$ cat src/rtl/aes_pkg.sv
// ---------------------------------------------------------------------------
// aes_pkg
// shared types, tables and round functions for the aes-128 block cipher
// ---------------------------------------------------------------------------
package aes_pkg;

    localparam int NUM_WORDS  = 44;
    localparam int NUM_ROUNDS = 10;
    localparam int WORD_AW    = 6;
    localparam int RND_W      = 4;

    localparam logic [0:0] REG_KEY_HIGH = 1'b0;
    localparam logic [0:0] REG_KEY_LOW  = 1'b1;
    localparam logic [1:0] CFG_IDX_W2   = 2'd2;

    localparam logic OP_ENCRYPT = 1'b0;
    localparam logic OP_DECRYPT = 1'b1;

    typedef struct packed {
        logic        op;
        logic [63:0] block_high;
        logic [63:0] block_low;
    } aes_in_t;

    typedef struct packed {
        logic [63:0] result_high;
        logic [63:0] result_low;
    } aes_out_t;

    // controller to datapath
    typedef struct packed {
        logic             load;
        logic             round;
        logic             ks_start;
        logic             ks_step;
        logic [WORD_AW-1:0] ks_addr;
        logic [WORD_AW-1:0] rd_addr;
        logic [RND_W-1:0] rnd;
        logic             dec;
        logic             last;
    } aes_cmd_t;

    localparam logic [7:0] SBOX [256] = '{
    8'h63,8'h7c,8'h77,8'h7b,8'hf2,8'h6b,8'h6f,8'hc5,8'h30,8'h01,8'h67,8'h2b,8'hfe,8'hd7,8'hab,8'h76,
    8'hca,8'h82,8'hc9,8'h7d,8'hfa,8'h59,8'h47,8'hf0,8'had,8'hd4,8'ha2,8'haf,8'h9c,8'ha4,8'h72,8'hc0,
    8'hb7,8'hfd,8'h93,8'h26,8'h36,8'h3f,8'hf7,8'hcc,8'h34,8'ha5,8'he5,8'hf1,8'h71,8'hd8,8'h31,8'h15,
    8'h04,8'hc7,8'h23,8'hc3,8'h18,8'h96,8'h05,8'h9a,8'h07,8'h12,8'h80,8'he2,8'heb,8'h27,8'hb2,8'h75,
    8'h09,8'h83,8'h2c,8'h1a,8'h1b,8'h6e,8'h5a,8'ha0,8'h52,8'h3b,8'hd6,8'hb3,8'h29,8'he3,8'h2f,8'h84,
    8'h53,8'hd1,8'h00,8'hed,8'h20,8'hfc,8'hb1,8'h5b,8'h6a,8'hcb,8'hbe,8'h39,8'h4a,8'h4c,8'h58,8'hcf,
    8'hd0,8'hef,8'haa,8'hfb,8'h43,8'h4d,8'h33,8'h85,8'h45,8'hf9,8'h02,8'h7f,8'h50,8'h3c,8'h9f,8'ha8,
    8'h51,8'ha3,8'h40,8'h8f,8'h92,8'h9d,8'h38,8'hf5,8'hbc,8'hb6,8'hda,8'h21,8'h10,8'hff,8'hf3,8'hd2,
    8'hcd,8'h0c,8'h13,8'hec,8'h5f,8'h97,8'h44,8'h17,8'hc4,8'ha7,8'h7e,8'h3d,8'h64,8'h5d,8'h19,8'h73,
    8'h60,8'h81,8'h4f,8'hdc,8'h22,8'h2a,8'h90,8'h88,8'h46,8'hee,8'hb8,8'h14,8'hde,8'h5e,8'h0b,8'hdb,
    8'he0,8'h32,8'h3a,8'h0a,8'h49,8'h06,8'h24,8'h5c,8'hc2,8'hd3,8'hac,8'h62,8'h91,8'h95,8'he4,8'h79,
    8'he7,8'hc8,8'h37,8'h6d,8'h8d,8'hd5,8'h4e,8'ha9,8'h6c,8'h56,8'hf4,8'hea,8'h65,8'h7a,8'hae,8'h08,
    8'hba,8'h78,8'h25,8'h2e,8'h1c,8'ha6,8'hb4,8'hc6,8'he8,8'hdd,8'h74,8'h1f,8'h4b,8'hbd,8'h8b,8'h8a,
    8'h70,8'h3e,8'hb5,8'h66,8'h48,8'h03,8'hf6,8'h0e,8'h61,8'h35,8'h57,8'hb9,8'h86,8'hc1,8'h1d,8'h9e,
    8'he1,8'hf8,8'h98,8'h11,8'h69,8'hd9,8'h8e,8'h94,8'h9b,8'h1e,8'h87,8'he9,8'hce,8'h55,8'h28,8'hdf,
    8'h8c,8'ha1,8'h89,8'h0d,8'hbf,8'he6,8'h42,8'h68,8'h41,8'h99,8'h2d,8'h0f,8'hb0,8'h54,8'hbb,8'h16};

    localparam logic [7:0] ISBOX [256] = '{
    8'h52,8'h09,8'h6a,8'hd5,8'h30,8'h36,8'ha5,8'h38,8'hbf,8'h40,8'ha3,8'h9e,8'h81,8'hf3,8'hd7,8'hfb,
    8'h7c,8'he3,8'h39,8'h82,8'h9b,8'h2f,8'hff,8'h87,8'h34,8'h8e,8'h43,8'h44,8'hc4,8'hde,8'he9,8'hcb,
    8'h54,8'h7b,8'h94,8'h32,8'ha6,8'hc2,8'h23,8'h3d,8'hee,8'h4c,8'h95,8'h0b,8'h42,8'hfa,8'hc3,8'h4e,
    8'h08,8'h2e,8'ha1,8'h66,8'h28,8'hd9,8'h24,8'hb2,8'h76,8'h5b,8'ha2,8'h49,8'h6d,8'h8b,8'hd1,8'h25,
    8'h72,8'hf8,8'hf6,8'h64,8'h86,8'h68,8'h98,8'h16,8'hd4,8'ha4,8'h5c,8'hcc,8'h5d,8'h65,8'hb6,8'h92,
    8'h6c,8'h70,8'h48,8'h50,8'hfd,8'hed,8'hb9,8'hda,8'h5e,8'h15,8'h46,8'h57,8'ha7,8'h8d,8'h9d,8'h84,
    8'h90,8'hd8,8'hab,8'h00,8'h8c,8'hbc,8'hd3,8'h0a,8'hf7,8'he4,8'h58,8'h05,8'hb8,8'hb3,8'h45,8'h06,
    8'hd0,8'h2c,8'h1e,8'h8f,8'hca,8'h3f,8'h0f,8'h02,8'hc1,8'haf,8'hbd,8'h03,8'h01,8'h13,8'h8a,8'h6b,
    8'h3a,8'h91,8'h11,8'h41,8'h4f,8'h67,8'hdc,8'hea,8'h97,8'hf2,8'hcf,8'hce,8'hf0,8'hb4,8'he6,8'h73,
    8'h96,8'hac,8'h74,8'h22,8'he7,8'had,8'h35,8'h85,8'he2,8'hf9,8'h37,8'he8,8'h1c,8'h75,8'hdf,8'h6e,
    8'h47,8'hf1,8'h1a,8'h71,8'h1d,8'h29,8'hc5,8'h89,8'h6f,8'hb7,8'h62,8'h0e,8'haa,8'h18,8'hbe,8'h1b,
    8'hfc,8'h56,8'h3e,8'h4b,8'hc6,8'hd2,8'h79,8'h20,8'h9a,8'hdb,8'hc0,8'hfe,8'h78,8'hcd,8'h5a,8'hf4,
    8'h1f,8'hdd,8'ha8,8'h33,8'h88,8'h07,8'hc7,8'h31,8'hb1,8'h12,8'h10,8'h59,8'h27,8'h80,8'hec,8'h5f,
    8'h60,8'h51,8'h7f,8'ha9,8'h19,8'hb5,8'h4a,8'h0d,8'h2d,8'he5,8'h7a,8'h9f,8'h93,8'hc9,8'h9c,8'hef,
    8'ha0,8'he0,8'h3b,8'h4d,8'hae,8'h2a,8'hf5,8'hb0,8'hc8,8'heb,8'hbb,8'h3c,8'h83,8'h53,8'h99,8'h61,
    8'h17,8'h2b,8'h04,8'h7e,8'hba,8'h77,8'hd6,8'h26,8'he1,8'h69,8'h14,8'h63,8'h55,8'h21,8'h0c,8'h7d};

    localparam logic [7:0] RCON [NUM_ROUNDS] = '{
        8'h01, 8'h02, 8'h04, 8'h08, 8'h10, 8'h20, 8'h40, 8'h80, 8'h1b, 8'h36};

    function automatic logic [7:0] xtime(input logic [7:0] a);
        return {a[6:0], 1'b0} ^ (a[7] ? 8'h1b : 8'h00);
    endfunction

endpackage

$ cat src/rtl/aes_ctrl.sv
// ---------------------------------------------------------------------------
// aes_ctrl
// sequencer for key expansion, round key fetch and rounds
// ---------------------------------------------------------------------------
module aes_ctrl
    import aes_pkg::*;
(
    input  logic     clk,
    input  logic     rst_n,
    input  logic     cfg_we,
    input  logic [1:0] cfg_idx,
    input  logic     in_valid,
    input  logic     in_op,
    output logic     in_stall,
    output logic     out_valid,
    input  logic     out_stall,
    output aes_cmd_t cmd
);
    typedef enum logic [2:0] {S_KSTART, S_KEXP, S_IDLE, S_RUN, S_DONE} state_t;

    state_t           state_reg;
    logic [WORD_AW-1:0] ks_reg;
    logic [RND_W-1:0] rnd_reg;      // rounds applied so far
    logic [2:0]       ph_reg;       // fetch phase within a round, 0..4
    logic             dec_reg;
    logic             rekey_reg;

    logic [RND_W-1:0] krnd;
    logic             accept;
    logic             key_wr;

    assign key_wr    = cfg_we && (cfg_idx < CFG_IDX_W2);
    // a pending or present key write closes the input until the schedule is rebuilt
    assign in_stall  = (state_reg != S_IDLE) || rekey_reg || key_wr;
    assign accept    = in_valid && !in_stall;
    assign out_valid = (state_reg == S_DONE);

    // key round used by the round now being fetched
    assign krnd = dec_reg ? 4'(NUM_ROUNDS - int'(rnd_reg)) : rnd_reg;

    always_comb
    begin
        cmd          = '0;
        cmd.ks_start = (state_reg == S_KSTART);
        cmd.ks_step  = (state_reg == S_KEXP);
        cmd.ks_addr  = ks_reg;
        cmd.rd_addr  = 6'({krnd, 2'b00} + {4'd0, ph_reg[1:0]});
        cmd.load     = accept;
        cmd.round    = (state_reg == S_RUN) && (ph_reg == 3'd4);
        cmd.rnd      = rnd_reg;
        cmd.dec      = dec_reg;
        cmd.last     = (rnd_reg == 4'(NUM_ROUNDS));
    end

    always_ff @(posedge clk or negedge rst_n)
    begin
        if (!rst_n)
        begin
            state_reg <= S_KSTART;
            ks_reg    <= '0;
            rnd_reg   <= '0;
            ph_reg    <= '0;
            dec_reg   <= 1'b0;
            rekey_reg <= 1'b0;
        end
        else
        begin
            if (state_reg == S_KSTART)
            begin
                rekey_reg <= key_wr;
            end
            else if (key_wr)
            begin
                rekey_reg <= 1'b1;
            end
            case (state_reg)
                S_KSTART:
                begin
                    ks_reg    <= '0;
                    state_reg <= S_KEXP;
                end
                S_KEXP:
                begin
                    ks_reg <= ks_reg + 6'd1;
                    if (ks_reg == 6'(NUM_WORDS - 1))
                    begin
                        state_reg <= S_IDLE;
                    end
                end
                S_IDLE:
                begin
                    if (rekey_reg || key_wr)
                    begin
                        state_reg <= S_KSTART;
                    end
                    else if (in_valid)
                    begin
                        dec_reg   <= in_op;
                        rnd_reg   <= '0;
                        ph_reg    <= '0;
                        state_reg <= S_RUN;
                    end
                end
                S_RUN:
                begin
                    if (ph_reg == 3'd4)
                    begin
                        ph_reg <= '0;
                        rnd_reg <= rnd_reg + 4'd1;
                        if (rnd_reg == 4'(NUM_ROUNDS))
                        begin
                            state_reg <= S_DONE;
                        end
                    end
                    else
                    begin
                        ph_reg <= ph_reg + 3'd1;
                    end
                end
                S_DONE:
                begin
                    if (!out_stall)
                    begin
                        state_reg <= S_IDLE;
                    end
                end
                default:
                begin
                    state_reg <= S_KSTART;
                end
            endcase
        end
    end
endmodule

$ cat config.mk
export PLATFORM = sky130hd
export DESIGN_NAME = aes_ctrl
export DESIGN_NICKNAME = d
export VERILOG_FILES = /design/src/rtl/aes_pkg.sv /design/src/rtl/aes_ctrl.sv
export SDC_FILE = /design/constraint.sdc
export NUM_CORES = 1
export LEC_CHECK = 0
export CAP_MARGIN = 20
export CELL_PAD_IN_SITES_DETAIL_PLACEMENT = 0
export CELL_PAD_IN_SITES_GLOBAL_PLACEMENT = 1
export CORE_UTILIZATION = 46
export DETAILED_ROUTE_END_ITERATION = 6
export DONT_BUFFER_PORTS = 1
export GPL_ROUTABILITY_DRIVEN = 0
export PLACE_DENSITY_LB_ADDON = 0.1
export SYNTH_ARGS = -nofsm -noshare
export SYNTH_HDL_FRONTEND = slang
export SYNTH_SLANG_ARGS = --single-unit
$ cat constraint.sdc
create_clock -name clk -period 1.9 [get_ports clk]
set_input_delay 0.19 -clock clk [delete_from_list [all_inputs] [get_ports clk]]
set_output_delay 0.19 -clock clk [all_outputs]
set_load 0.005 [all_outputs]
After elaboration in Yosys (flattened, before gate mapping)
Index checks and enable logic that the tools add are counted.
Widths: inputs -> output; s select.
Word-level totals
  memories: 0
  output and inout port bits: 24
  register bits: 18
  RAM bits: 0
  ROM bits: 0
  word-level logic and storage cells: 62
  input port bits: 8
  bits in latches: 0
Cells by class
  reduce and logical (&&, ||, !) cells: 15
  $lt $le $gt $ge: 1
  multiplexer cells: 19
  shifts and indexed selects: 0
  bitwise gates (word level): 1
  add/sub/neg operators: 5
  eq/ne operators: 15
  divide/modulo/power cells: 0
  multiply operators: 0
Operators by type and width (number)
  $mux 3: 9
  $mux 4: 4
  $pmux 3 s5: 1
  $pmux 6 s2: 1
  $ne 2x2->1 const B: 4
  $pmux 4 s2: 1
  $add 6x1->6 const B: 1
  $add 6x2->6: 1
  $eq 3x2->1 const B: 2
  $eq 3x3->1 const B: 2
  $eq 6x6->1 const B: 1
  $pmux 3 s2: 1
  $reduce_and 3->1: 2
  $reduce_bool 2->1: 3
  $reduce_and 5->1: 1
  $add 4x1->4 const B: 1
  $eq 4x4->1 const B: 1
  $ne 2x1->1 const B: 2
  $reduce_and 4->1: 1
  $sub 4x4->4 const A: 1
  $add 3x1->3 const B: 1
  $eq 3x1->1 const B: 1
  $logic_and 1x1->1: 3
  $logic_not 3->1: 1
  7 further kinds: 10

Logic depth before layout (Yosys ltp)
  depth in word-level cells: 5
  gate-level depth with buffers: 6
  gate-level depth less buffers: 6

Worst setup path after synthesis
Ideal clock, no wire load.
  kind: flip-flop to flip-flop
  start point: register rnd_reg[0]
  end point: register state_reg[1]
  cell stages (with the launch flop): 7
  slack: 449 ps
  path buffers: 0
  required time: 1780 ps
  arrival: 1331 ps
  period minus slack after synthesis: 1451 ps
  library setup time: 120 ps
  cells stage by stage: dfrtp_1 inv_1 ha_1 nand2_1 o31ai_4 o211ai_2 o22a_2
Between the ends
  longest elaborated chain between the ends: 3
Ends and longest elaborated chain
  start: declaration: line aes_ctrl.sv:23  | logic [RND_W-1:0] rnd_reg;
  start signal: assignment: line aes_ctrl.sv:109  | rnd_reg <= rnd_reg + 4'd1;
  $eq 4x4->1: line aes_ctrl.sv:110  | if (rnd_reg == 4'(NUM_ROUNDS))
  $ne 2x2->1 (no line)
  $reduce_and 5->1 (no line)
  end signal: assignment: line aes_ctrl.sv:112  | state_reg <= S_DONE;
  end signal: assignment: line aes_ctrl.sv:124  | state_reg <= S_IDLE;
  end signal: assignment: line aes_ctrl.sv:129  | state_reg <= S_KSTART;
  end: declaration: line aes_ctrl.sv:21  | state_t state_reg;
Every way passes these cells.
A chain may end at the register's enable or synchronous reset.

==> key figures <==
Critical path
  • Worst Setup End Kind: output port
  • WP data required: 1.71 ns
  • Max FO, Critical Path: 7
  • Setup Crit Path Kind: reg -> out
  • Worst path slowest cell: dfrtp_1
  • Slowest Stage Delay on Critical Path: 0.49 ns
  • R2r setup slk: 0.28 ns
  • Buf/Inv on CP: 2
  • CP Cell Sequence: buf_4 -> and3b_2 -> nand3_2 -> inv_1
  • WP data arrival: 1.57 ns
  • Crit path launch type: flop
  • Worst path top cell family by delay: flip-flops

Global route
  • Congestion Overflow GR: 0
  • GRT Util Overall: 18.5%
  • Vias in the first global route: 835
  • Initial antenna violation count: 0
  • Largest net degree at the start of global routing: 19
  • First-pass GRT wire length: 3640 um

Run
  • # Max-Cap Violations: 0

Synthesis
  • Mapped Cells: 119
  • Synthesized Nets: 133
  • Average size of a mapped cell: 9.47 um2
  • EDFF count, synth: 0
  • Mapped Area: 1130 um2
  • Post-synth ARST share: 100%
  • Commonest cells post-synth: dfrtp_1 (18), nand2_1 (15), inv_1 (10)
  • Synth Register Bits: 18
  • Seq/Total Area, Yosys: 40.0%
  • Top cells by area, synth: dfrtp_1 (40%), ha_1 (6.7%), nand2_1 (5.0%)
  • YS warnings: 0
  • Yosys top cell area share: 40.0%
  • Most used DFF post-synth: dfrtp_1
  • Leading area contributor after synthesis: dfrtp_1
  • Most instantiated library cell after synthesis: dfrtp_1
  • Yosys cell types: 35

Finish
  • ANT cells: 0
  • Fraction of final layout cells sized beyond drive strength 1: 15.4%
  • Nets: 133
  • Layout area overhead: 1.78%
  • Largest register FFs: 6

Clock tree
  • CTS tree: built
  • Sink Count: 18
  • Worst-Skew Late Latency: 0.29 ns
  • Clock tree buffer depth: 2
  • Reg clk slew, reported paths: 0.10 ns
  • CTS Root Cell: clkbuf_4
  • Htree depth: 1
  • Total CTS buffers: 3
  • Post-CTS Setup Bufs: 0

STA
  • TNS Setup: 0 ns
  • Rel. slew slack: 46.4%
  • Setup violators final: 0
  • RSZ-0062 raised after global routing: false
  • Hold WS: 0.0528 ns
  • Slew @ Worst Pin: 0.802 ns
  • Final hold violations: 0
  • Post-route minimum period: 1.76 ns
  • Clock Skew: 0.00142 ns
  • Final Max Slew Viols: 0
  • Maximum clock rate: 0.569 GHz
  • Crit share post-route: 92.5%

Floorplanning
  • Die area: 2650 um2
  • Die Span Y: 51.5 um
  • Std-Cell Rows: 17
  • I/O Pins: 32
  • Die X: 51.5 um
  • Placeable Area: 2250 um2
  • Starting Density: 50.0%

Place
  • HPWL Detailed: 1620 um
  • I/O Buffers: 0

Hold path
  • Worst min-delay path class: in -> reg

Power and ir drop
  • IR drop worst, VDD: 0.294 mV
  • PwrDens: 506 nW/um2
  • P_leak: 0.538 nW

Routing
  • Vias per inst: 5.66
  • Total Wirelength: 2130 um
  • Routed len/inst: 14.7 um
  • Drt drc: 0
  • Via Count: 820
  • Number of routed nets with antenna violations: 0
  • Initial DRC count: 9
  • Initial DRT Pass Iterations: 4

Status
  • Outcome: completed
[path summary, 6_finish.rpt]
| check | startpoint | to | depth (start not counted) |
|---|---|---|---|
| worst max-delay path | state_reg[0] | cmd[20] | 4 |
| min in group asynchronous | rst_n | ks_reg[2] | 1 |
| worst max register to register | ph_reg[0] | state_reg[1] | 6 |
| max in group asynchronous | rst_n | rnd_reg[0] | 1 |
| worst min register to register | rekey_reg | rekey_reg | 2 |
| worst min-delay path | in_op | dec_reg | 1 |
[metal layers]
metal	GRT usage [%]	routed length, um	up-vias	part of all wire, %
li1	-	-	410	-
met1	23.3	968	379	45
met2	32.3	1030	31	48
met3	3.22	133	0	6.2
met4	5.41	0	0	0
met5	0	0	-	0
[power by group]
part / leakage [nW] / internal [mW] / switching (mW)
Combinational: 0.303 / 0.00233 / 0.00815
Sequential: 0.222 / 0.383 / 0
Clock: 0.0138 / 0.0736 / 0.114
[placed cells by master, fill, tap and decap left out, drive strengths merged, types with 3 or more instances in the layout]
cell and n:
inv 11, ha 6, o21ai 9, xnor2 3, clkbuf 3, mux2 3, nand3 10, a31oi 4
a22o 3, dfrtp 18, nor2 5, nand2 15
[repair_timing]
| action | in CTS | in global routing |
|---|---|---|
| hold buffers | 1 | 0 |
| setup endpoints to repair | 0 | 1 |
| resized for setup | 0 | 1 |
| endpoints found under the hold margin | 18 | 0 |
[stage by stage]
step / setup WS, ns / std cells / utilization, % / area [um2] / power, mW
after detailed placement: 0.289 / 141 / 49.2 / 1110 / 0.392
after CTS: 0.117 / 145 / 50.7 / 1140 / 0.591
after floorplan: 0.449 / 119 / - / 1130 / 0.392
final: 0.143 / 145 / 50.9 / 1150 / 0.581
after global placement: 0.304 / 141 / 49.2 / 1110 / 0.392
after global routing: 0.0514 / 145 / 50.9 / 1150 / 0.604
[kinds of logic (layout without fill, tap and decap cells)]
| logic type | count (synthesis) | count (layout) | share of synthesized area (%) |
|---|---|---|---|
| adders and majority gates | 6 | 6 | 6.66 |
| DFF | 18 | 18 | 40.0 |
| and+or+nand+nor | 43 | 43 | 20.3 |
| AOI/OAI and AO/OA | 25 | 25 | 16.3 |
| xor gates and xnor gates | 3 | 3 | 2.33 |
| buffers and inverters | 19 | 17 | 9.66 |
| muxes | 5 | 5 | 4.77 |
[cell type report]
type                    instances  area, um2
inverters                      11       41.3
repair buffers                  3       25.0
fillers                       236       1110
well taps                      28       35.0
flip-flops and latches         18        450
clock buffers                   3       22.5
multi-input cells              82        573
(Power assumes the default switching activity.)
